## config.mk

```make
export PLATFORM = sky130hd
export DESIGN_NAME = gcd_lcm_unit
export DESIGN_NICKNAME = d
export VERILOG_FILES = /design/src/hdl/gcl_pkg.sv /design/src/hdl/gcd_lcm_unit.sv /design/src/hdl/gcl_ucode.sv /design/src/hdl/gcl_seq.sv /design/src/hdl/gcl_dp.sv
export SDC_FILE = /design/constraint.sdc
export NUM_CORES = 1
export LEC_CHECK = 0
export BUFFER_PORTS_ARGS = -buffer_cell sky130_fd_sc_hd__buf_2
export CAP_MARGIN = 20
export CELL_PAD_IN_SITES_DETAIL_PLACEMENT = 0
export CELL_PAD_IN_SITES_GLOBAL_PLACEMENT = 1
export CORE_MARGIN = 5
export CORE_UTILIZATION = 40
export DETAILED_ROUTE_END_ITERATION = 8
export GPL_TIMING_DRIVEN = 0
export PLACE_DENSITY_LB_ADDON = 0.12
export SLEW_MARGIN = 30
export SYNTH_ARGS = -nofsm -noshare
export SYNTH_HDL_FRONTEND = slang
export SYNTH_SLANG_ARGS = --single-unit
```

## constraint.sdc

```tcl
create_clock -name clk_i -period 6.5 [get_ports clk_i]
set_input_delay 0.325 -clock clk_i [delete_from_list [all_inputs] [get_ports clk_i]]
set_output_delay 0.325 -clock clk_i [all_outputs]
set_load 0.005 [all_outputs]
```

## src/hdl/gcl_pkg.sv

```systemverilog
`default_nettype none

package gcl_pkg;

  localparam int unsigned OP_W   = 16;
  localparam int unsigned PROD_W = 2 * OP_W;
  localparam int unsigned CNT_W  = $clog2(OP_W + 1);
  localparam int unsigned PC_W   = 4;

  typedef logic [PC_W-1:0] pc_t;

  typedef struct packed {
    logic [15:0] first_value;
    logic [15:0] second_value;
  } in_t;

  typedef struct packed {
    logic [15:0] gcd_result;
    logic [31:0] lcm_result;
  } out_t;

  typedef enum logic [3:0] {
    OP_NOP,
    OP_LOAD,
    OP_HALVE_BOTH,
    OP_HALVE_X,
    OP_HALVE_Y,
    OP_SWAP_SUB,
    OP_FIX_GCD,
    OP_DIV_STEP,
    OP_MUL_INIT,
    OP_MUL_STEP,
    OP_ZERO_RES,
    OP_EMIT
  } op_e;

  typedef enum logic [3:0] {
    COND_NEVER,
    COND_ALWAYS,
    COND_NO_START,
    COND_ANY_ZERO,
    COND_EITHER_ODD,
    COND_X_ODD,
    COND_Y_ODD,
    COND_X_EQ_Y,
    COND_CNT_ZERO,
    COND_OUT_FULL
  } cond_e;

  typedef enum logic [1:0] {
    SEQ_NEXT,
    SEQ_HOLD,
    SEQ_BACK,
    SEQ_START
  } seq_e;

  // A taken condition jumps to target and suppresses the op.
  typedef struct packed {
    op_e   op;
    cond_e cond;
    seq_e  seq;
    pc_t   target;
  } ucode_t;

  typedef struct packed {
    logic start;
    logic any_zero;
    logic either_odd;
    logic x_odd;
    logic y_odd;
    logic x_eq_y;
    logic cnt_zero;
    logic out_full;
  } flags_t;

  localparam pc_t STEP_WAIT     = PC_W'(0);
  localparam pc_t STEP_ZCHK     = PC_W'(1);
  localparam pc_t STEP_TWOS     = PC_W'(2);
  localparam pc_t STEP_ODD_X    = PC_W'(3);
  localparam pc_t STEP_ODD_Y    = PC_W'(4);
  localparam pc_t STEP_SUB      = PC_W'(5);
  localparam pc_t STEP_FIX      = PC_W'(6);
  localparam pc_t STEP_DIV      = PC_W'(7);
  localparam pc_t STEP_MUL_INIT = PC_W'(8);
  localparam pc_t STEP_MUL      = PC_W'(9);
  localparam pc_t STEP_ZERO     = PC_W'(10);
  localparam pc_t STEP_EMIT     = PC_W'(11);

endpackage

`default_nettype wire

```

## src/hdl/gcd_lcm_unit.sv

```systemverilog
// GCD and LCM of two unsigned 16-bit operands, one result per input transfer.
// A microcoded sequencer steps a small datapath: binary GCD by halving and
// subtracting, then first/gcd by restoring division (one quotient bit a cycle)
// and the LCM by shift-add multiply with the second operand (one bit a cycle).
// An operand of zero skips the GCD loop, the divide and the multiply
// (gcd is the other operand, lcm is 0). One item is in work at a time;
// in_ready_o is high only while the sequencer waits at its first step, and
// the result register lets the next item start while a result is pending.
`default_nettype none

module gcd_lcm_unit (
  input  var logic          clk_i,
  input  var logic          rst_ni,
  input  var logic          in_valid_i,
  output var logic          in_ready_o,
  input  var gcl_pkg::in_t  in_data_i,
  output var logic          out_valid_o,
  input  var logic          out_ready_i,
  output var gcl_pkg::out_t out_data_o
);

  gcl_pkg::pc_t    pc;
  gcl_pkg::ucode_t word;
  gcl_pkg::op_e    op;
  gcl_pkg::flags_t flags;

  gcl_ucode u_ucode (
    .pc_i   (pc),
    .word_o (word)
  );

  gcl_seq u_seq (
    .clk_i   (clk_i),
    .rst_ni  (rst_ni),
    .word_i  (word),
    .flags_i (flags),
    .pc_o    (pc),
    .op_o    (op),
    .idle_o  (in_ready_o)
  );

  gcl_dp u_dp (
    .clk_i       (clk_i),
    .rst_ni      (rst_ni),
    .op_i        (op),
    .in_valid_i  (in_valid_i),
    .in_data_i   (in_data_i),
    .out_ready_i (out_ready_i),
    .out_valid_o (out_valid_o),
    .out_data_o  (out_data_o),
    .flags_o     (flags)
  );

endmodule

`default_nettype wire

```

## src/hdl/gcl_ucode.sv

```systemverilog
`default_nettype none

module gcl_ucode (
  input  var gcl_pkg::pc_t    pc_i,
  output var gcl_pkg::ucode_t word_o
);

  always_comb begin
    unique case (pc_i)
      gcl_pkg::STEP_WAIT: begin
        word_o = '{gcl_pkg::OP_LOAD, gcl_pkg::COND_NO_START, gcl_pkg::SEQ_NEXT,
                   gcl_pkg::STEP_WAIT};
      end
      gcl_pkg::STEP_ZCHK: begin
        word_o = '{gcl_pkg::OP_NOP, gcl_pkg::COND_ANY_ZERO, gcl_pkg::SEQ_NEXT,
                   gcl_pkg::STEP_ZERO};
      end
      gcl_pkg::STEP_TWOS: begin
        word_o = '{gcl_pkg::OP_HALVE_BOTH, gcl_pkg::COND_EITHER_ODD, gcl_pkg::SEQ_HOLD,
                   gcl_pkg::STEP_ODD_X};
      end
      gcl_pkg::STEP_ODD_X: begin
        word_o = '{gcl_pkg::OP_HALVE_X, gcl_pkg::COND_X_ODD, gcl_pkg::SEQ_HOLD,
                   gcl_pkg::STEP_ODD_Y};
      end
      gcl_pkg::STEP_ODD_Y: begin
        word_o = '{gcl_pkg::OP_HALVE_Y, gcl_pkg::COND_Y_ODD, gcl_pkg::SEQ_HOLD,
                   gcl_pkg::STEP_SUB};
      end
      gcl_pkg::STEP_SUB: begin
        word_o = '{gcl_pkg::OP_SWAP_SUB, gcl_pkg::COND_X_EQ_Y, gcl_pkg::SEQ_BACK,
                   gcl_pkg::STEP_FIX};
      end
      gcl_pkg::STEP_FIX: begin
        word_o = '{gcl_pkg::OP_FIX_GCD, gcl_pkg::COND_NEVER, gcl_pkg::SEQ_NEXT,
                   gcl_pkg::STEP_WAIT};
      end
      gcl_pkg::STEP_DIV: begin
        word_o = '{gcl_pkg::OP_DIV_STEP, gcl_pkg::COND_CNT_ZERO, gcl_pkg::SEQ_HOLD,
                   gcl_pkg::STEP_MUL_INIT};
      end
      gcl_pkg::STEP_MUL_INIT: begin
        word_o = '{gcl_pkg::OP_MUL_INIT, gcl_pkg::COND_NEVER, gcl_pkg::SEQ_NEXT,
                   gcl_pkg::STEP_WAIT};
      end
      gcl_pkg::STEP_MUL: begin
        word_o = '{gcl_pkg::OP_MUL_STEP, gcl_pkg::COND_CNT_ZERO, gcl_pkg::SEQ_HOLD,
                   gcl_pkg::STEP_EMIT};
      end
      gcl_pkg::STEP_ZERO: begin
        word_o = '{gcl_pkg::OP_ZERO_RES, gcl_pkg::COND_NEVER, gcl_pkg::SEQ_NEXT,
                   gcl_pkg::STEP_WAIT};
      end
      gcl_pkg::STEP_EMIT: begin
        word_o = '{gcl_pkg::OP_EMIT, gcl_pkg::COND_OUT_FULL, gcl_pkg::SEQ_START,
                   gcl_pkg::STEP_EMIT};
      end
      default: begin
        word_o = '{gcl_pkg::OP_NOP, gcl_pkg::COND_ALWAYS, gcl_pkg::SEQ_START,
                   gcl_pkg::STEP_WAIT};
      end
    endcase
  end

endmodule

`default_nettype wire

```

## src/hdl/gcl_seq.sv

```systemverilog
`default_nettype none

module gcl_seq (
  input  var logic            clk_i,
  input  var logic            rst_ni,
  input  var gcl_pkg::ucode_t word_i,
  input  var gcl_pkg::flags_t flags_i,
  output var gcl_pkg::pc_t    pc_o,
  output var gcl_pkg::op_e    op_o,
  output var logic            idle_o
);

  gcl_pkg::pc_t pc_q, pc_d;
  logic         taken;

  always_comb begin
    unique case (word_i.cond)
      gcl_pkg::COND_NEVER:      taken = 1'b0;
      gcl_pkg::COND_ALWAYS:     taken = 1'b1;
      gcl_pkg::COND_NO_START:   taken = !flags_i.start;
      gcl_pkg::COND_ANY_ZERO:   taken = flags_i.any_zero;
      gcl_pkg::COND_EITHER_ODD: taken = flags_i.either_odd;
      gcl_pkg::COND_X_ODD:      taken = flags_i.x_odd;
      gcl_pkg::COND_Y_ODD:      taken = flags_i.y_odd;
      gcl_pkg::COND_X_EQ_Y:     taken = flags_i.x_eq_y;
      gcl_pkg::COND_CNT_ZERO:   taken = flags_i.cnt_zero;
      gcl_pkg::COND_OUT_FULL:   taken = flags_i.out_full;
      default:                  taken = 1'b1;
    endcase
  end

  always_comb begin
    if (taken) begin
      pc_d = word_i.target;
    end else begin
      unique case (word_i.seq)
        gcl_pkg::SEQ_NEXT:  pc_d = pc_q + 1'b1;
        gcl_pkg::SEQ_HOLD:  pc_d = pc_q;
        gcl_pkg::SEQ_BACK:  pc_d = pc_q - 1'b1;
        gcl_pkg::SEQ_START: pc_d = gcl_pkg::STEP_WAIT;
        default:            pc_d = gcl_pkg::STEP_WAIT;
      endcase
    end
  end

  always_ff @(posedge clk_i or negedge rst_ni) begin
    if (!rst_ni) begin
      pc_q <= gcl_pkg::STEP_WAIT;
    end else begin
      pc_q <= pc_d;
    end
  end

  assign op_o   = taken ? gcl_pkg::OP_NOP : word_i.op;
  assign pc_o   = pc_q;
  assign idle_o = (pc_q == gcl_pkg::STEP_WAIT);

endmodule

`default_nettype wire

```

## src/hdl/gcl_dp.sv

```systemverilog
`default_nettype none

module gcl_dp (
  input  var logic            clk_i,
  input  var logic            rst_ni,
  input  var gcl_pkg::op_e    op_i,
  input  var logic            in_valid_i,
  input  var gcl_pkg::in_t    in_data_i,
  input  var logic            out_ready_i,
  output var logic            out_valid_o,
  output var gcl_pkg::out_t   out_data_o,
  output var gcl_pkg::flags_t flags_o
);

  localparam int unsigned W = gcl_pkg::OP_W;
  localparam int unsigned P = gcl_pkg::PROD_W;
  localparam int unsigned C = gcl_pkg::CNT_W;

  logic [W-1:0]  a_q, a_d, b_q, b_d, x_q, x_d, y_q, y_d, rem_q, rem_d;
  logic [C-1:0]  sh_q, sh_d, cnt_q, cnt_d;
  logic [P-1:0]  prod_q, prod_d;
  gcl_pkg::out_t out_q, out_d;
  logic          out_valid_q, out_valid_d;
  logic [W:0]    trial, diff, sum;

  assign trial = {rem_q, a_q[W-1]};
  assign diff  = trial - {1'b0, x_q};
  assign sum   = {1'b0, prod_q[P-1:W]} + (prod_q[0] ? {1'b0, b_q} : '0);

  always_comb begin
    a_d         = a_q;
    b_d         = b_q;
    x_d         = x_q;
    y_d         = y_q;
    rem_d       = rem_q;
    sh_d        = sh_q;
    cnt_d       = cnt_q;
    prod_d      = prod_q;
    out_d       = out_q;
    out_valid_d = out_valid_q && !out_ready_i;
    unique case (op_i)
      gcl_pkg::OP_NOP: begin
      end
      gcl_pkg::OP_LOAD: begin
        a_d  = W'(in_data_i.first_value);
        b_d  = W'(in_data_i.second_value);
        x_d  = W'(in_data_i.first_value);
        y_d  = W'(in_data_i.second_value);
        sh_d = '0;
      end
      gcl_pkg::OP_HALVE_BOTH: begin
        x_d  = x_q >> 1;
        y_d  = y_q >> 1;
        sh_d = sh_q + 1'b1;
      end
      gcl_pkg::OP_HALVE_X: begin
        x_d = x_q >> 1;
      end
      gcl_pkg::OP_HALVE_Y: begin
        y_d = y_q >> 1;
      end
      gcl_pkg::OP_SWAP_SUB: begin
        if (x_q > y_q) begin
          x_d = y_q;
          y_d = x_q - y_q;
        end else begin
          y_d = y_q - x_q;
        end
      end
      gcl_pkg::OP_FIX_GCD: begin
        x_d   = x_q << sh_q;
        rem_d = '0;
        cnt_d = C'(W);
      end
      gcl_pkg::OP_DIV_STEP: begin
        if (!diff[W]) begin
          rem_d = diff[W-1:0];
          a_d   = {a_q[W-2:0], 1'b1};
        end else begin
          rem_d = trial[W-1:0];
          a_d   = {a_q[W-2:0], 1'b0};
        end
        cnt_d = cnt_q - 1'b1;
      end
      gcl_pkg::OP_MUL_INIT: begin
        prod_d = P'(a_q);
        cnt_d  = C'(W);
      end
      gcl_pkg::OP_MUL_STEP: begin
        prod_d = {sum, prod_q[W-1:1]};
        cnt_d  = cnt_q - 1'b1;
      end
      gcl_pkg::OP_ZERO_RES: begin
        x_d    = a_q | b_q;
        prod_d = '0;
      end
      gcl_pkg::OP_EMIT: begin
        out_d.gcd_result = 16'(x_q);
        out_d.lcm_result = 32'(prod_q);
        out_valid_d      = 1'b1;
      end
      default: begin
      end
    endcase
  end

  always_ff @(posedge clk_i) begin
    a_q    <= a_d;
    b_q    <= b_d;
    x_q    <= x_d;
    y_q    <= y_d;
    rem_q  <= rem_d;
    sh_q   <= sh_d;
    cnt_q  <= cnt_d;
    prod_q <= prod_d;
    out_q  <= out_d;
  end

  always_ff @(posedge clk_i or negedge rst_ni) begin
    if (!rst_ni) begin
      out_valid_q <= 1'b0;
    end else begin
      out_valid_q <= out_valid_d;
    end
  end

  assign flags_o.start      = in_valid_i;
  assign flags_o.any_zero   = (a_q == '0) || (b_q == '0);
  assign flags_o.either_odd = x_q[0] | y_q[0];
  assign flags_o.x_odd      = x_q[0];
  assign flags_o.y_odd      = y_q[0];
  assign flags_o.x_eq_y     = (x_q == y_q);
  assign flags_o.cnt_zero   = (cnt_q == '0);
  assign flags_o.out_full   = out_valid_q && !out_ready_i;

  assign out_valid_o = out_valid_q;
  assign out_data_o  = out_q;

endmodule

`default_nettype wire

```

# Word-level counts from Yosys, hierarchy flattened

Memories as Yosys holds them, arrays and structs flattened.
Index checks and enable logic that the tools add are counted.
W data, S select, Z words.

Word-level logic and storage cells: 89
Output and inout bits: 50
Memories: 1
Register bits: 175
ROM bits: 224

Shifts and indexed selects: 1
Muxes and demuxes: 17
Reduce and logical (&&, ||, !) cells: 22
Order comparisons: 1
Add/subtract/negate cells: 8
Equality and inequality tests: 25
Bitwise logic cells: 2

Memory list:

| name            | depth | width | read ports | clocked after Yosys merged registers in | write ports | line           | RTL |
|---|---|---|---|---|---|---|---|
| (no name shown) | 16    | 14    | 1          | 0                                       | 0           | gcl_ucode.sv:9 | `unique case (pc_i)` |

Operator list:

| cell                 | count |
|---|---|
| $pmux W32 S3         | 1 |
| $pmux W16 S5         | 1 |
| $mux W16             | 4 |
| $pmux W16 S2         | 2 |
| $pmux W16 S3         | 1 |
| $eq A4 B3 Y1 const B | 8 |
| $logic_not A16 Y1    | 2 |
| $sub A16 B16 Y16     | 2 |
| $eq A4 B4 Y1 const B | 6 |
| $pmux W5 S2          | 2 |
| $add A16 B17 Y17     | 1 |
| $sub A17 B16 Y17     | 1 |
| $eq A16 B16 Y1       | 1 |
| $eq A4 B2 Y1 const B | 4 |
| $gt A16 B16 Y1       | 1 |
| $or A16 B16 Y16      | 1 |
| $shl A16 B5 Y16      | 1 |
| $pmux W4 S3          | 1 |
| $pmux W1 S9          | 1 |
| $logic_not A4 Y1     | 2 |
| $mux W4              | 2 |
| $reduce_bool A2 Y1   | 4 |
| $reduce_or A2 Y1     | 4 |
| $reduce_bool A3 Y1   | 2 |
| other kinds (17)     | 21 |

# Longest topological paths before layout

Word-level depth: 8
Depth in mapped cells: 15
Depth with buffers taken out: 13

# Cells and area by module

Synthesis repeated with hierarchy kept, for this count alone.

Cell total of the unflattened synthesis: 1,108
Area, all modules: 11,581.1 µm²

Modules (own cells, without submodules):

| module    | area each (µm²) | instances | seq. area each (µm²) | cells each |
|---|---|---|---|---|
| gcl_dp    | 10,766.6        | 1         | 5,129.9              | 1,008 |
| gcl_seq   | 498.0           | 1         | 100.1                | 57 |
| gcl_ucode | 316.6           | 1         | 0.0                  | 43 |

# Least setup slack after synthesis

OpenSTA, ideal clock, no wires.

Kind: reg2reg
Start: register u_seq.pc_q[1], in the netlist u_seq.pc_o[1]
End: register u_dp.prod_q[0], enable pin
Library setup time: 0.470 ns
Setup slack: 1.203 ns
Data arrival time: 4.828 ns
Cell stages (with the launch flop): 12
Data required time: 6.030 ns
Path through: dfrtp_1 clkbuf_1 inv_1 ha_1 nor3_1 nor2_1 a41o_1 a21oi_2 o211ai_2 buf_4 clkbuf_1 a211oi_1

Longest elaborated chain between the ends: 6
Elaborated cells on any way between the ends: 16
Those cells by class: eq/ne: 11; mux: 2; reduce/logical: 2; memory: 1

Ends and longest elaborated chain:

| what                                       | line          | RTL |
|---|---|---|
| from (decl)                                | gcl_seq.sv:13 | `gcl_pkg::pc_t pc_q, pc_d;` |
| from (signal assigned)                     | gcl_seq.sv:48 | `pc_q <= gcl_pkg::STEP_WAIT;` |
| from (signal assigned)                     | gcl_seq.sv:50 | `pc_q <= pc_d;` |
| $mem_v2 Z16 W14 (*)                        | n/a           |  |
| $eq A4 B4 Y1, or another cell as far along | gcl_seq.sv:17 | `unique case (word_i.cond)` |
| $pmux W1 S9                                | gcl_seq.sv:17 |  |
| $mux W4 (*)                                | gcl_seq.sv:54 | `assign op_o = taken ? gcl_pkg::OP_NOP : word_i.op;` |
| $eq A4 B4 Y1                               | gcl_dp.sv:41  | `unique case (op_i)` |
| $reduce_bool A3 Y1 (no source line) (*)    | n/a           |  |
| to (signal assigned)                       | gcl_dp.sv:115 | `prod_q <= prod_d;` |
| to (decl)                                  | gcl_dp.sv:21  | `logic [P-1:0] prod_q, prod_d;` |

Mark *: on every way between the ends. The rest lies on a longest branch, timed or not.
A chain may end at the register's enable or synchronous reset.

# Worst setup path after layout

Start: register u_dp.x_q[8]
End: register u_dp.a_q[11], enable pin

Longest elaborated chain between the ends: 5
Elaborated cells on any way between the ends: 6
Those cells by class: eq/ne: 3; mux: 2; reduce/logical: 1

Ends and longest elaborated chain:

| what                                                | line          | RTL |
|---|---|---|
| from (decl)                                         | gcl_dp.sv:19  | `logic [W-1:0] a_q, a_d, b_q, b_d, x_q, x_d, y_q, y_d, rem_q, rem_d;` |
| from (signal assigned)                              | gcl_dp.sv:110 | `x_q <= x_d;` |
| $eq A16 B16 Y1 (*)                                  | gcl_dp.sv:132 | `assign flags_o.x_eq_y = (x_q == y_q);` |
| $pmux W1 S9 (*)                                     | gcl_seq.sv:17 |  |
| $mux W4 (*)                                         | gcl_seq.sv:54 |  |
| $eq A4 B1 Y1 / $eq A4 B3 Y1 (equally long branches) | gcl_dp.sv:41  |  |
| $reduce_bool A2 Y1 (no source line) (*)             | n/a           |  |
| to (signal assigned)                                | gcl_dp.sv:108 | `a_q <= a_d;` |
| to (decl)                                           | gcl_dp.sv:19  |  |

Marks and branches as above.

==> flow_summary.json <==
{
  "synth.distinct_cells": 73,
  "antenna_found_initial": 0,
  "netlist_area_sq_mm": 0.01110,
  "drt_iter0_drc": 692,
  "multi_input_area_sq_mm": 0.005475,
  "max_freq_mhz": 209.6,
  "die_h_um": 176.6,
  "reg2reg_from": "u_dp.x_q[8]$_DFFE_PP_",
  "ys.flop_type": "edfxtp_1",
  "ys_ff_latch": 175,
  "drive_above_1_share": 0.1422,
  "portBuffers": 85,
  "grt_usage": 0.2092,
  "crit_family": "simple AND/OR/NAND/NOR gates",
  "cts_buffers": 17,
  "clock_sinks": 175,
  "cts_resized": 0,
  "synth_area_per_cell_sq_um": 10.56,
  "grt_max_degree": 34,
  "yosysMostFrequentCell": "edfxtp_1",
  "synth_mux_area_frac": 0.05829,
  "critPathLaunchType": "register",
  "syn-num-nets": 1170,
  "start_util": 0.4028,
  "synth_adder_area_share": 0.09696,
  "end_kind": "register",
  "clkLatencyLatePin_ns": 0.44,
  "yosysSeqAreaShare": 0.4713,
  "setup_viol": 0,
  "fin_skew_ns": 0.01456,
  "core-area_sq_mm": 0.02755,
  "drt.antenna.violating_nets": 0,
  "dp.cells": 1520,
  "synth.largest_area_cell": "edfxtp_1",
  "hold_class": "primary input to register",
  "fin_cells": 1552,
  "grt_pass1_vias": 8359,
  "syn2layout_area_growth_pct": 14.37,
  "yosysWarnings": 0,
  "h-tree-depth": 4,
  "path_buf_inv": 4,
  "slew_headroom": 0.4638,
  "gp_congestion": 0.8826,
  "ys_async_sr_fraction": 0.02857,
  "synthCells": 1051,
  "die_x_um": 176.6,
  "min_period_ns": 4.771,
  "cp_common_cell": "buf_2",
  "grt_pass1_wl_um": 49960,
  "yosys.area_share.simple": 0.1257,
  "rsz0062_at_grt": "no",
  "synth_edf_count": 170,
  "status": "finished, final reports clean",
  "min_period_over_period": 0.7340,
  "die_area_sq_mm": 0.03118,
  "routed_wl_um": 32540,
  "synth_top_family_by_area": "compound AO/OA/AOI/OAI gates",
  "worstMarginPinSlew_ns": 0.8023,
  "rows": 61,
  "clk_pin_slew_ns": 0.08,
  "hold_viol_final": 0,
  "grt_overflow_total": 0,
  "startpoint": "u_dp.x_q[8]$_DFFE_PP_",
  "yosys-top-cells-count": "edfxtp_1 (170), nand2_1 (83), ha_1 (78)",
  "slowest_stage": "or4_1",
  "boundaryPins": 86,
  "hold_path_startpoint": "in_data_i[15]",
  "cpPeakStageDelay_ns": 0.65,
  "synth_compound_area_frac": 0.1713,
  "cp.required_ns": 6.49,
  "clockBufferDepth": 2,
  "clockRootBuffer": "clkbuf_16",
  "cp.arrival_ns": 4.76,
  "nets": 1281,
  "crit_fanout": 16,
  "cts_setup_buffers": 0,
  "num_antenna_cells": 0,
  "cp_cell_sequence": "ha_1 > buf_2 > nand4_1 > or4_1 > o31ai_1 > mux2i_1 > o211ai_2 > buf_4 > nor2_2 > nand2_1 > buf_2 > buf_2 > nand2_1",
  "num-fill-cells": 2605,
  "slew_viol_final": 0,
  "drc": 0,
  "synth_top_area_share": 0.4600,
  "path_class": "register to register",
  "first_pass_iters": 7,
  "cts_tree": "done",
  "routedWlPerCell_um": 20.97,
  "drv_cap": 0,
  "hpwl_um": 25550,
  "regArea_sq_mm": 0.005230,
  "vias": 8655,
  "vias_per_cell": 5.577,
  "synthTopCellsByArea": "edfxtp_1 (46%), ha_1 (8.8%), a21oi_1 (3.2%)",
  "synth_xor_area_frac": 0.03856
}
[state kept, by name, summed over array words and instances (netlist names)]
name              count
u_seq.pc_o            4
u_dp.b_q             16
u_dp.out_valid_o      1
u_dp.sh_q             5
u_dp.x_q             16
u_dp.y_q             16
u_dp.prod_q          32
u_dp.out_data_o      48
u_dp.cnt_q            5
u_dp.a_q             16
u_dp.rem_q           16
[final cells by class]
cell class / instances / share of cell area
plain buffers: 49 / 0.01695
repair buffers: 92 / 0.04061
well taps: 378 / 0.03726
inverters: 55 / 0.01626
clock inverters: 14 / 0.01203
clock buffers: 17 / 0.03351
multi-input cells: 772 / 0.4313
flip-flops and latches: 175 / 0.4120
[path summary, 6_finish.rpt]
path	to	slack [ns]	depth (start not counted)
min in group asynchronous	u_seq.pc_o[2]$_DFFE_PN0P_	0.23	2
min reg2reg	u_dp.out_data_o[3]$_DFFE_PP_	0.46	0
min	u_dp.b_q[15]$_DFFE_PP_	0.08	1
max	u_dp.a_q[11]$_DFFE_PP_	1.73	13
max in group asynchronous	u_dp.out_valid_o$_DFF_PN0_	6.14	2
max reg2reg	u_dp.a_q[11]$_DFFE_PP_	1.73	13
[kinds of logic (layout without fill, tap and decap cells)]
kind of cell / Yosys count / after routing
buffers and inverters: 104 / 227
muxes: 59 / 59
DFF: 175 / 175
adders and majority gates: 83 / 83
and+or+nand+nor: 290 / 290
AOI/OAI and AO/OA: 292 / 292
xor gates and xnor gates: 48 / 48
[cells in the final DEF, fill, tap and decap left out, drive strengths merged, types with 18 or more instances in the layout]
| cell | n |
|---|---|
| a21o | 27 |
| a21oi | 72 |
| a22oi | 23 |
| and2 | 23 |
| buf | 112 |
| clkbuf | 45 |
| edfxtp | 170 |
| ha | 78 |
| inv | 59 |
| mux2 | 22 |
| mux2i | 35 |
| nand2 | 83 |
| nand3 | 38 |
| nor2 | 77 |
| o21ai | 73 |
| xnor2 | 30 |
| xor2 | 18 |
[worst register-to-register path: cells and delay by family, from the launching register on]
kind | cells | cell delay (ns)
multiplexers | 1 | 0.12
AO/OA/AOI/OAI | 2 | 0.45
flip-flops | 1 | 0.59
adder cells (fa/ha/maj) | 1 | 0.36
AND/OR/NAND/NOR | 5 | 1.69
buffers and inverters | 4 | 1.10
[per-layer routing]
layer  share of wire  global-route usage  up-vias
met5               0                   0        -
met4           0.030             0.06931        0
met3           0.060             0.02655       50
met2            0.47              0.3422      280
met1            0.44              0.2895     4171
li1                -                   -     4154
[per-stage QoR]
| stage | TNS (ns) | setup slack, ns | hold WS [ns] | area [sq um] | util |
|---|---|---|---|---|---|
| 2_1_floorplan | 0 | 1.203 | 0.02941 | 11100 | - |
| 3_3_place_gp | -25.27 | -0.7937 | 0.1446 | 12000 | 0.4354 |
| 3_5_place_dp | 0 | 1.692 | 0.1473 | 12110 | 0.4394 |
| 4_1_cts | 0 | 1.667 | 0.06826 | 12690 | 0.4607 |
| 5_1_grt | 0 | 1.389 | 0.07141 | 12690 | 0.4607 |
| 6_report | 0 | 1.729 | 0.08384 | 12690 | 0.4607 |
[timing repair]
item | in CTS | in global routing
endpoints found under the setup margin | 0 | 0
endpoints found under the hold margin | 5 | 0
hold buffers | 1 | 0
Power is left out: the tool's default activity adds up to more than one toggle a clock period on the data nets, which glitch-free logic cannot reach.
